<file path="src/sv/olist_pkg.sv">
package olist_pkg;

  localparam int DEPTH = 16;
  localparam int CNT_W = $clog2(DEPTH + 1);
  localparam int IDX_W = $clog2(DEPTH);
  localparam int CMD_W = 2;
  localparam int POS_W = 5;
  localparam int VAL_W = 32;
  localparam int ST_W  = 2;
  localparam int CMP_W = ((CNT_W > POS_W) ? CNT_W : POS_W) + 1;

  localparam int IN_BITS  = CMD_W + POS_W + 2 * VAL_W;
  localparam int IN_W     = ((IN_BITS + 7) / 8) * 8;
  localparam int OUT_BITS = ST_W + 2 * POS_W;
  localparam int OUT_W    = ((OUT_BITS + 7) / 8) * 8;

  typedef enum logic [CMD_W-1:0] {
    CMD_INSERT = 2'd0,
    CMD_DELETE = 2'd1,
    CMD_SEARCH = 2'd2,
    CMD_AMEND  = 2'd3
  } cmd_t;

  typedef enum logic [ST_W-1:0] {
    ST_OK        = 2'd0,
    ST_BAD_POS   = 2'd1,
    ST_FULL      = 2'd2,
    ST_NOT_FOUND = 2'd3
  } status_t;

  typedef enum logic {
    S_IDLE = 1'b0,
    S_EXEC = 1'b1
  } state_t;

  // controller to datapath commands
  typedef struct packed {
    logic load;  // capture the incoming transaction
    logic exec;  // run the held command and fill the result register
  } dp_ctrl_t;

endpackage

</file>
<file path="src/sv/olist_ctrl.sv">
module olist_ctrl (
  input  logic                clk,
  input  logic                rst,
  input  logic                s_tvalid,
  output logic                s_tready,
  output logic                m_tvalid,
  input  logic                m_tready,
  output olist_pkg::dp_ctrl_t ctrl
);
  import olist_pkg::*;

  state_t state, state_next;
  logic   out_free;

  assign out_free = !m_tvalid || m_tready;

  always_comb begin
    state_next = state;
    case (state)
      S_IDLE: begin
        if (s_tvalid) state_next = S_EXEC;
      end
      S_EXEC: begin
        if (out_free) state_next = S_IDLE;
      end
      default: state_next = S_IDLE;
    endcase
  end

  always_comb begin
    s_tready  = 1'b0;
    ctrl.load = 1'b0;
    ctrl.exec = 1'b0;
    case (state)
      S_IDLE: begin
        s_tready  = 1'b1;
        ctrl.load = s_tvalid;
      end
      S_EXEC: begin
        ctrl.exec = out_free;
      end
      default: ;
    endcase
  end

  always_ff @(posedge clk) begin
    if (rst) begin
      state    <= S_IDLE;
      m_tvalid <= 1'b0;
    end else begin
      state <= state_next;
      if (ctrl.exec) m_tvalid <= 1'b1;
      else if (m_tready) m_tvalid <= 1'b0;
    end
  end

  a_load_to_exec: assert property (@(posedge clk) disable iff (rst)
    ctrl.load |=> state == S_EXEC) else $error("load did not enter exec");
  a_exec_gives_result: assert property (@(posedge clk) disable iff (rst)
    ctrl.exec |=> m_tvalid) else $error("exec produced no result");
  a_one_cmd: assert property (@(posedge clk) disable iff (rst)
    $onehot0({ctrl.load, ctrl.exec})) else $error("load and exec together");
  a_no_overwrite: assert property (@(posedge clk) disable iff (rst)
    (m_tvalid && !m_tready) |-> !ctrl.exec) else $error("result overwritten");

endmodule

</file>
<file path="src/sv/olist_dp.sv">
module olist_dp (
  input  logic                        clk,
  input  logic                        rst,
  input  olist_pkg::dp_ctrl_t         ctrl,
  input  logic [olist_pkg::IN_W-1:0]  in_data,
  output logic [olist_pkg::OUT_W-1:0] out_data
);
  import olist_pkg::*;

  logic [CMD_W-1:0] cmd_r;
  logic [POS_W-1:0] pos_r;
  logic [VAL_W-1:0] val_r;
  logic [VAL_W-1:0] nval_r;

  logic [VAL_W-1:0] cells [DEPTH];
  logic [VAL_W-1:0] cells_next [DEPTH];
  logic [CNT_W-1:0] count, count_next;

  status_t          status_r, status_next;
  logic [POS_W-1:0] found_r, found_next;
  logic [POS_W-1:0] len_r;

  logic [CMP_W-1:0] pos_ext, cnt_ext, pos_m1;
  logic             ins_bad, del_bad, full;
  logic             do_ins, do_del, do_amd;
  logic [DEPTH-1:0] eq, first;
  logic             any_match;
  logic [IDX_W-1:0] match_idx;

  assign pos_ext = CMP_W'(pos_r);
  assign cnt_ext = CMP_W'(count);
  assign pos_m1  = pos_ext - CMP_W'(1);

  assign ins_bad = (pos_r == '0) || (pos_ext > cnt_ext + CMP_W'(1));
  assign del_bad = (pos_r == '0) || (pos_ext > cnt_ext);
  assign full    = (count == CNT_W'(DEPTH));

  // compare every live cell, then isolate the lowest hit
  always_comb begin
    for (int i = 0; i < DEPTH; i++) begin
      eq[i] = (cells[i] == val_r) && (CMP_W'(i) < cnt_ext);
    end
  end

  assign first     = eq & (~eq + DEPTH'(1));
  assign any_match = |eq;

  always_comb begin
    logic [IDX_W-1:0] iv;
    match_idx = '0;
    for (int i = 0; i < DEPTH; i++) begin
      iv = IDX_W'(i);
      for (int b = 0; b < IDX_W; b++) begin
        if (first[i] && iv[b]) match_idx[b] = 1'b1;
      end
    end
  end

  always_comb begin
    do_ins      = 1'b0;
    do_del      = 1'b0;
    do_amd      = 1'b0;
    status_next = ST_OK;
    found_next  = '0;
    count_next  = count;
    case (cmd_t'(cmd_r))
      CMD_INSERT: begin
        if (ins_bad) status_next = ST_BAD_POS;
        else if (full) status_next = ST_FULL;
        else begin
          do_ins     = 1'b1;
          count_next = count + CNT_W'(1);
        end
      end
      CMD_DELETE: begin
        if (del_bad) status_next = ST_BAD_POS;
        else begin
          do_del     = 1'b1;
          count_next = count - CNT_W'(1);
        end
      end
      CMD_SEARCH, CMD_AMEND: begin
        if (any_match) begin
          found_next = POS_W'(CMP_W'(match_idx) + CMP_W'(1));
          do_amd     = (cmd_t'(cmd_r) == CMD_AMEND);
        end else begin
          status_next = ST_NOT_FOUND;
        end
      end
      default: status_next = ST_OK;
    endcase
  end

  for (genvar g = 0; g < DEPTH; g++) begin : g_cell
    logic [VAL_W-1:0] below, above;
    if (g == 0) begin : g_lo
      assign below = cells[g];
    end else begin : g_lo
      assign below = cells[g-1];
    end
    if (g == DEPTH - 1) begin : g_hi
      assign above = cells[g];
    end else begin : g_hi
      assign above = cells[g+1];
    end
    always_comb begin
      cells_next[g] = cells[g];
      if (do_ins) begin
        if (CMP_W'(g) > pos_m1) cells_next[g] = below;
        else if (CMP_W'(g) == pos_m1) cells_next[g] = val_r;
      end else if (do_del) begin
        if (CMP_W'(g) >= pos_m1) cells_next[g] = above;
      end else if (do_amd && first[g]) begin
        cells_next[g] = nval_r;
      end
    end
  end

  always_ff @(posedge clk) begin
    if (ctrl.load) begin
      cmd_r  <= in_data[CMD_W-1:0];
      pos_r  <= in_data[CMD_W +: POS_W];
      val_r  <= in_data[CMD_W+POS_W +: VAL_W];
      nval_r <= in_data[CMD_W+POS_W+VAL_W +: VAL_W];
    end
    if (ctrl.exec) begin
      for (int i = 0; i < DEPTH; i++) cells[i] <= cells_next[i];
      status_r <= status_next;
      found_r  <= found_next;
      len_r    <= POS_W'(count_next);
    end
  end

  always_ff @(posedge clk) begin
    if (rst) begin
      count <= '0;
    end else if (ctrl.exec) begin
      count <= count_next;
    end
  end

  assign out_data = OUT_W'({len_r, found_r, status_r});

  a_count_range: assert property (@(posedge clk) disable iff (rst)
    count <= CNT_W'(DEPTH)) else $error("entry count above depth");
  a_count_step: assert property (@(posedge clk) disable iff (rst)
    !ctrl.exec |=> count == $past(count)) else $error("count moved without exec");

endmodule

</file>
<file path="src/sv/ordered_list_insert_delete_search.sv">
// Ordered list engine: insert, delete, search and amend over a cell chain.
// Flow: an accepted input transaction is captured into the command register, then
//   executed (all cells shift or compare at once) into the result register on m_tdata.
// A new command is taken only after the held one has executed, as the capture/execute
//   controller sets; a held result stalls execution only while m_tready stays low.
// Reset (rst, synchronous, active high) empties the list and drops any result.
module ordered_list_insert_delete_search (
  input  logic                        clk,
  input  logic                        rst,
  input  logic                        s_tvalid,
  output logic                        s_tready,
  // s_tdata: cmd[1:0], position[6:2], value[38:7], new_value[70:39], zero pad
  input  logic [olist_pkg::IN_W-1:0]  s_tdata,
  output logic                        m_tvalid,
  input  logic                        m_tready,
  // m_tdata: status[1:0], found_position[6:2], list_length[11:7], zero pad
  output logic [olist_pkg::OUT_W-1:0] m_tdata
);
  import olist_pkg::*;

  dp_ctrl_t ctrl;

  // Controller: accept a transaction when idle, execute once the result
  // register is free, and hold the result valid until it is taken.
  olist_ctrl u_ctrl (
    .clk      (clk),
    .rst      (rst),
    .s_tvalid (s_tvalid),
    .s_tready (s_tready),
    .m_tvalid (m_tvalid),
    .m_tready (m_tready),
    .ctrl     (ctrl)
  );

  // Datapath: command register, the cell chain with its entry count, the
  // parallel comparators, and the result register.
  olist_dp u_dp (
    .clk      (clk),
    .rst      (rst),
    .ctrl     (ctrl),
    .in_data  (s_tdata),
    .out_data (m_tdata)
  );

endmodule
</file>
<file path="config.mk">
export PLATFORM = sky130hd
export DESIGN_NAME = ordered_list_insert_delete_search
export DESIGN_NICKNAME = d
export VERILOG_FILES = /design/src/sv/olist_pkg.sv /design/src/sv/olist_ctrl.sv /design/src/sv/olist_dp.sv /design/src/sv/ordered_list_insert_delete_search.sv
export SDC_FILE = /design/constraint.sdc
export NUM_CORES = 2
export LEC_CHECK = 0
export BUFFER_PORTS_ARGS = -buffer_cell sky130_fd_sc_hd__buf_4
export CORE_MARGIN = 10
export CORE_UTILIZATION = 40
export CTS_CLUSTER_SIZE = 24
export DETAILED_ROUTE_END_ITERATION = 12
export SLEW_MARGIN = 20
export SYNTH_ARGS = -nofsm -noshare
export SYNTH_HDL_FRONTEND = slang
export SYNTH_SLANG_ARGS = --single-unit
</file>
<file path="constraint.sdc">
create_clock -name clk -period 10.6 [get_ports clk]
set_clock_uncertainty 0.05 [all_clocks]
set_input_delay 0 -clock clk [delete_from_list [all_inputs] [get_ports clk]]
set_output_delay 0 -clock clk [all_outputs]
set_load 0.02 [all_outputs]
</file>
======== After elaboration in Yosys (flattened, before gate mapping) ========
Memories as Yosys holds them, arrays and structs flattened.
Cells that the tools add are included.
word-level totals
  register bits ........................... 90
  memory bits (writable) .................. 512
  memories ................................ 1
  output and inout port bits .............. 18
  logic and storage cells ................. 300
cells by class
  bitwise logic cells ..................... 3
  reduce and logical (&&, ||, !) cells .... 43
  add/subtract/negate cells ............... 6
  multiplexer cells ....................... 153
  equal/unequal tests ..................... 35
  magnitude comparators ................... 49
memory list
  memory      depth  bits a word  rd ports  clocked after Yosys merged registers in  wr ports  line            source
  u_dp.cells  16     32           16        0                                        16        olist_dp.sv:15  logic [VAL_W-1:0] cells [DEPTH];
operators with widths
  kind                     number
  $mux W32                 95
  $eq A32 B32 Y1           16
  $mux W1                  49
  $eq A4 B6 Y1 const A     8
  $gt A4 B6 Y1 const A     8
  $ge A4 B6 Y1 const A     7
  $lt A4 B5 Y1 const A     8
  $logic_and A1 B1 Y1      32
  $eq A3 B6 Y1 const A     4
  $ge A3 B6 Y1 const A     4
  $gt A3 B6 Y1 const A     4
  $lt A3 B5 Y1 const A     4
  $add A16 B1 Y16 const B  1
  $and A16 B16 Y16         1
  $not A16 Y16             1
  $reduce_or A16 Y1        1
  $mux W5                  3
  $eq A2 B6 Y1 const A     2
  $ge A1 B6 Y1 const A     2
  $ge A2 B6 Y1 const A     2
  $gt A1 B6 Y1 const A     2
  $gt A2 B6 Y1 const A     2
  $lt A1 B5 Y1 const A     2
  $lt A2 B5 Y1 const A     2
  other kinds (24)         29

======== Depth between registers and ports, before layout ========
An unclocked memory read counts as a cell.
  word-level depth ........................ 15
  depth in mapped cells ................... 15
  mapped depth without buffers ............ 13

======== Cells and area by module ========
A second synthesis with hierarchy kept.
second synthesis, totals
  cells, all modules ...................... 3,903
  area total of the unflattened synthesis .. 38,580.8 um^2
by module, submodules not included
  module      times used  cells each  area an instance (um^2)  seq. area each (um^2)
  olist_dp    1           3,894       38,493.2                 17,967.2
  olist_ctrl  1           9           87.6                     40.0

======== Least setup slack after synthesis ========
Ideal clock, no wire load.
  path type ............................... flip-flop to flip-flop
  start point ............................. register, netlist name u_dp.count[1]
  end point ............................... memory u_dp.cells[7][0], in the netlist u_dp.cells[0][224] (enable)
  path slack .............................. 4.815 ns
  buffers on the path ..................... 4
  library setup time ...................... 0.470 ns
  stages on the path, launching flop included .. 15
  data arrival time ....................... 5.265 ns
  period minus slack after synthesis ...... 5.785 ns
  path through ............................ dfxtp_1 clkbuf_1 inv_1 ha_1 inv_1 ha_1 nor2b_1 o21a_1 o21ai_0 a221oi_1 nor3_1 buf_2 buf_2 buf_1 o31ai_1
RTL lines
  item              line
  end: declaration  olist_dp.sv:15

==> key figures <==
Critical path
  • CP bufs+invs: 5
  • CP top delay family: buffers and inverters
  • Crit path DAT: ~6.4 ns
  • Req. time, crit path: 10.87 ns
  • CP Cell Sequence: inv_1 -> ha_1 -> inv_1 -> ha_1 -> nor2b_1 -> o21a_1 -> o21ai_0 -> a221oi_1 -> nor3_2 -> buf_12 -> buf_4 -> buf_4 -> a31oi_1
  • Worst flop-to-flop path startpoint: u_dp.count[1]$_SDFFE_PP0P_
  • R2R cell count: 13
  • Crit path launch: u_dp.count[1]$_SDFFE_PP0P_
  • R2r endpoint: u_dp.cells[0][108]$_DFFE_PP_
  • CP max FO: 202
  • Slowest cell delay on critical path: 0.95 ns
  • Stages on worst setup path: 13
  • Worst setup EP type: flop
  • Crit path launch type: flop
  • CP Capture Point: u_dp.cells[0][108]$_DFFE_PP_
  • Crit-path slowest cell: buf_4
  • Setup CP Type: reg -> reg
  • Reg-to-reg setup timing slack: roughly 4.4 ns

Synthesis
  • Synth async-reset ratio: 0%
  • Synth Register Bits: 602
  • Mean post-synth cell area: 9.784 µm²
  • Netlist cell types: 69
  • Top_reg_cell synth: edfxtp_1
  • Post-Syn Instances: 3926
  • EDFF count, synth: between 500 and 600
  • Synthesized area: approximately 38000 µm²
  • Synth warnings: 0
  • Seq/Total Area, Yosys: between 40% and 50%

Global routing
  • Total GRT Usage: 25.17%
  • Vias in the first global route: 30990
  • First-pass GRT wire length: 209600 µm
  • Initial antenna violation count: 8
  • Pin count of the biggest net entering global routing: 206
  • Residual overflow from global routing: 0

Drt
  • Per-cell routed wire length: 27.70 µm
  • Post-detailed-routing wire length: ~140000 µm
  • Post-route ant nets: 0
  • Detailed Route Iter0 Violations: 4886
  • Drt first pass iters: 5
  • Drt drc: 0
  • Vias/cell: 6.329
  • Vias: ~33000

STA
  • Slew Limit Fails: 0
  • Post-layout minimum cycle time: 6.173 ns
  • Worst-Margin Slew: 1.159 ns
  • Setup tns final: 0 ns
  • WHS: 0.02766 ns
  • Max-Slew Margin vs Limit: roughly 22%
  • Final Cycle Share: about 58%
  • Setup Viol. Count Final: 0
  • RSZ-0062 raised after global routing: no
  • Final Hold Fails: 0
  • FMAX: 0.1620 GHz

Power and ir drop
  • Max VDD drop: 0.0001057 V
  • Design Power: 6.500 mW
  • Lkg Pwr: around 14 nW
  • Pwr dens: 151.8 nW/µm²

Floorplan
  • Core Area: 95150 µm²
  • Top Ports: 94
  • Die Wd: 329.9 µm
  • Die area: approximately 110000 µm²
  • Core Rows: 113
  • Initial core utilization: 40.37%
  • Die height: 329.9 µm

Layout
  • Filler cells: 9063
  • NumNets Final: between 3000 and 4000
  • Core Util, Final: 45.00%
  • # diodes: 0
  • Commonest non-fill, non-tap cells in the layout: nand2_1, edfxtp_1, a211oi_1
  • Commonest non-fill, non-tap cell in the layout: nand2_1
  • Syn-to-layout area delta: 11.46%
  • Share of cells above drive strength 1: 9.337%

Clocking
  • Clk slew on worst S/H paths: 0.07 ns
  • CTS tree: yes
  • # clock sinks: about 600
  • Post-CTS Setup Bufs: 0
  • Root Driver: clkbuf_16
  • CTS Buffer Depth: 3
  • Post-cts resize count: 0
  • Clk Latency, worst-skew pair: 0.65 ns
  • H-tree depth: 3
  • Clock buffer count from CTS: 70

Run
  • Max-cap violations: 0

Min path
  • Hold Path Class: in -> reg

Placement
  • Port bufs: a little under 90
  • Post-DP HPWL: 97550 µm
  • Global placer's final weighted congestion: 0.9545

Status
  • Status: complete, no violations
[per-stage QoR]
step           instances  area (µm²)  setup slack [ns]
3_5_place_dp        4972       39780             4.643
4_1_cts             5173       42780             4.594
5_1_grt             5174       42810             4.085
2_1_floorplan       3929       38420             4.815
6_report            5174       42810             4.427
3_3_place_gp        4972       39780             4.776
[repair_timing]
action | 4_1_cts | 5_1_grt
endpoints found under the hold margin | 104 | 0
setup endpoints to repair | 0 | 0
hold buffers | 74 | 0
[layout make-up]
cell class                      instances  area, µm²  area share (%)
Clock buffer                           84       1826           4.264
Clock inverter                         43      432.9           1.011
Inverter                               14      52.55          0.1227
Multi-Input combinational cell       2880      18520           43.26
Sequential cell                       602      18010           42.06
Tap cell                             1265       1583           3.697
Timing Repair Buffer                  286       2394           5.590
[worst register-to-register path, cell delays in order, from the launching register on]
cell and delay [ns]:
dfxtp_1 0.65, inv_1 0.25, ha_1 0.50, inv_1 0.09
ha_1 0.29, nor2b_1 0.14, o21a_1 0.16, o21ai_0 0.16
a221oi_1 0.19, nor3_2 0.41, buf_12 0.61, buf_4 1.10
buf_4 1.01, a31oi_1 0.24
[kinds of logic (layout without fill, tap and decap cells)]
logic type	count (synthesis)	in the layout	synth area share [%]
AO/OA/AOI/OAI	1096	1096	18.90
XOR/XNOR	519	519	11.83
adder cells (fa/ha/maj)	18	18	0.5863
buffers and inverters	447	427	5.739
flip-flops	602	602	46.88
multiplexers	130	130	3.391
other	1	4	0.009762
AND/OR/NAND/NOR	1113	1113	12.66
[metal layers]
| metal | GRT usage [%] | part of all wire [%] |
|---|---|---|
| met1 | 34.67 | 42 |
| met2 | 36.46 | 43 |
| met4 | 5.114 | 2.0 |
| met5 | 0.6208 | 0.10 |
| met3 | 10.61 | 13 |
[cells in the mapped netlist, types with 66 or more instances]
cell,count,share of area [%]
a211oi_1,453,8.9
a21oi_1,180,2.3
a31oi_1,354,5.8
buf_2,79,1.0
clkbuf_1,257,2.5
edfxtp_1,595,47
mux2i_1,129,3.4
nand2_1,770,7.5
nand4_1,82,1.3
nor2_1,67,0.65
nor4_1,66,1.1
xnor2_1,281,6.4
xor2_1,238,5.4
[flip-flops by register name (all words and copies together), names as in the netlist]
signal           cells
u_ctrl.state         1
u_dp.status_r        2
u_dp.cells         512
u_dp.nval_r         32
u_dp.count           5
u_dp.val_r          32
u_dp.found_r         5
u_dp.len_r           5
u_ctrl.m_tvalid      1
u_dp.cmd_r           2
u_dp.pos_r           5
[how the worst min path moves through the flow]
stage | start | end | cells past startpoint
6_report | s_tdata[10] | u_dp.val_r[3]$_DFFE_PP_ | 2
5_1_grt | s_tdata[28] | u_dp.val_r[21]$_DFFE_PP_ | 2
4_1_cts | s_tdata[10] | u_dp.val_r[3]$_DFFE_PP_ | 2
3_5_place_dp | s_tdata[8] | u_dp.val_r[1]$_DFFE_PP_ | 1
3_3_place_gp | s_tdata[16] | u_dp.val_r[9]$_DFFE_PP_ | 1
2_1_floorplan | s_tdata[0] | u_dp.cmd_r[0]$_DFFE_PP_ | 0
[power breakdown]
group | internal, mW | switching (mW) | leakage (nW)
Clock | 1.41 | 1.09 | 1.11
Sequential | 2.72 | 0.0459 | 5.46
Combinational | 0.410 | 0.818 | 7.61
Total | 4.54 | 1.96 | 14.2
Power figures use the tool's default switching activity.
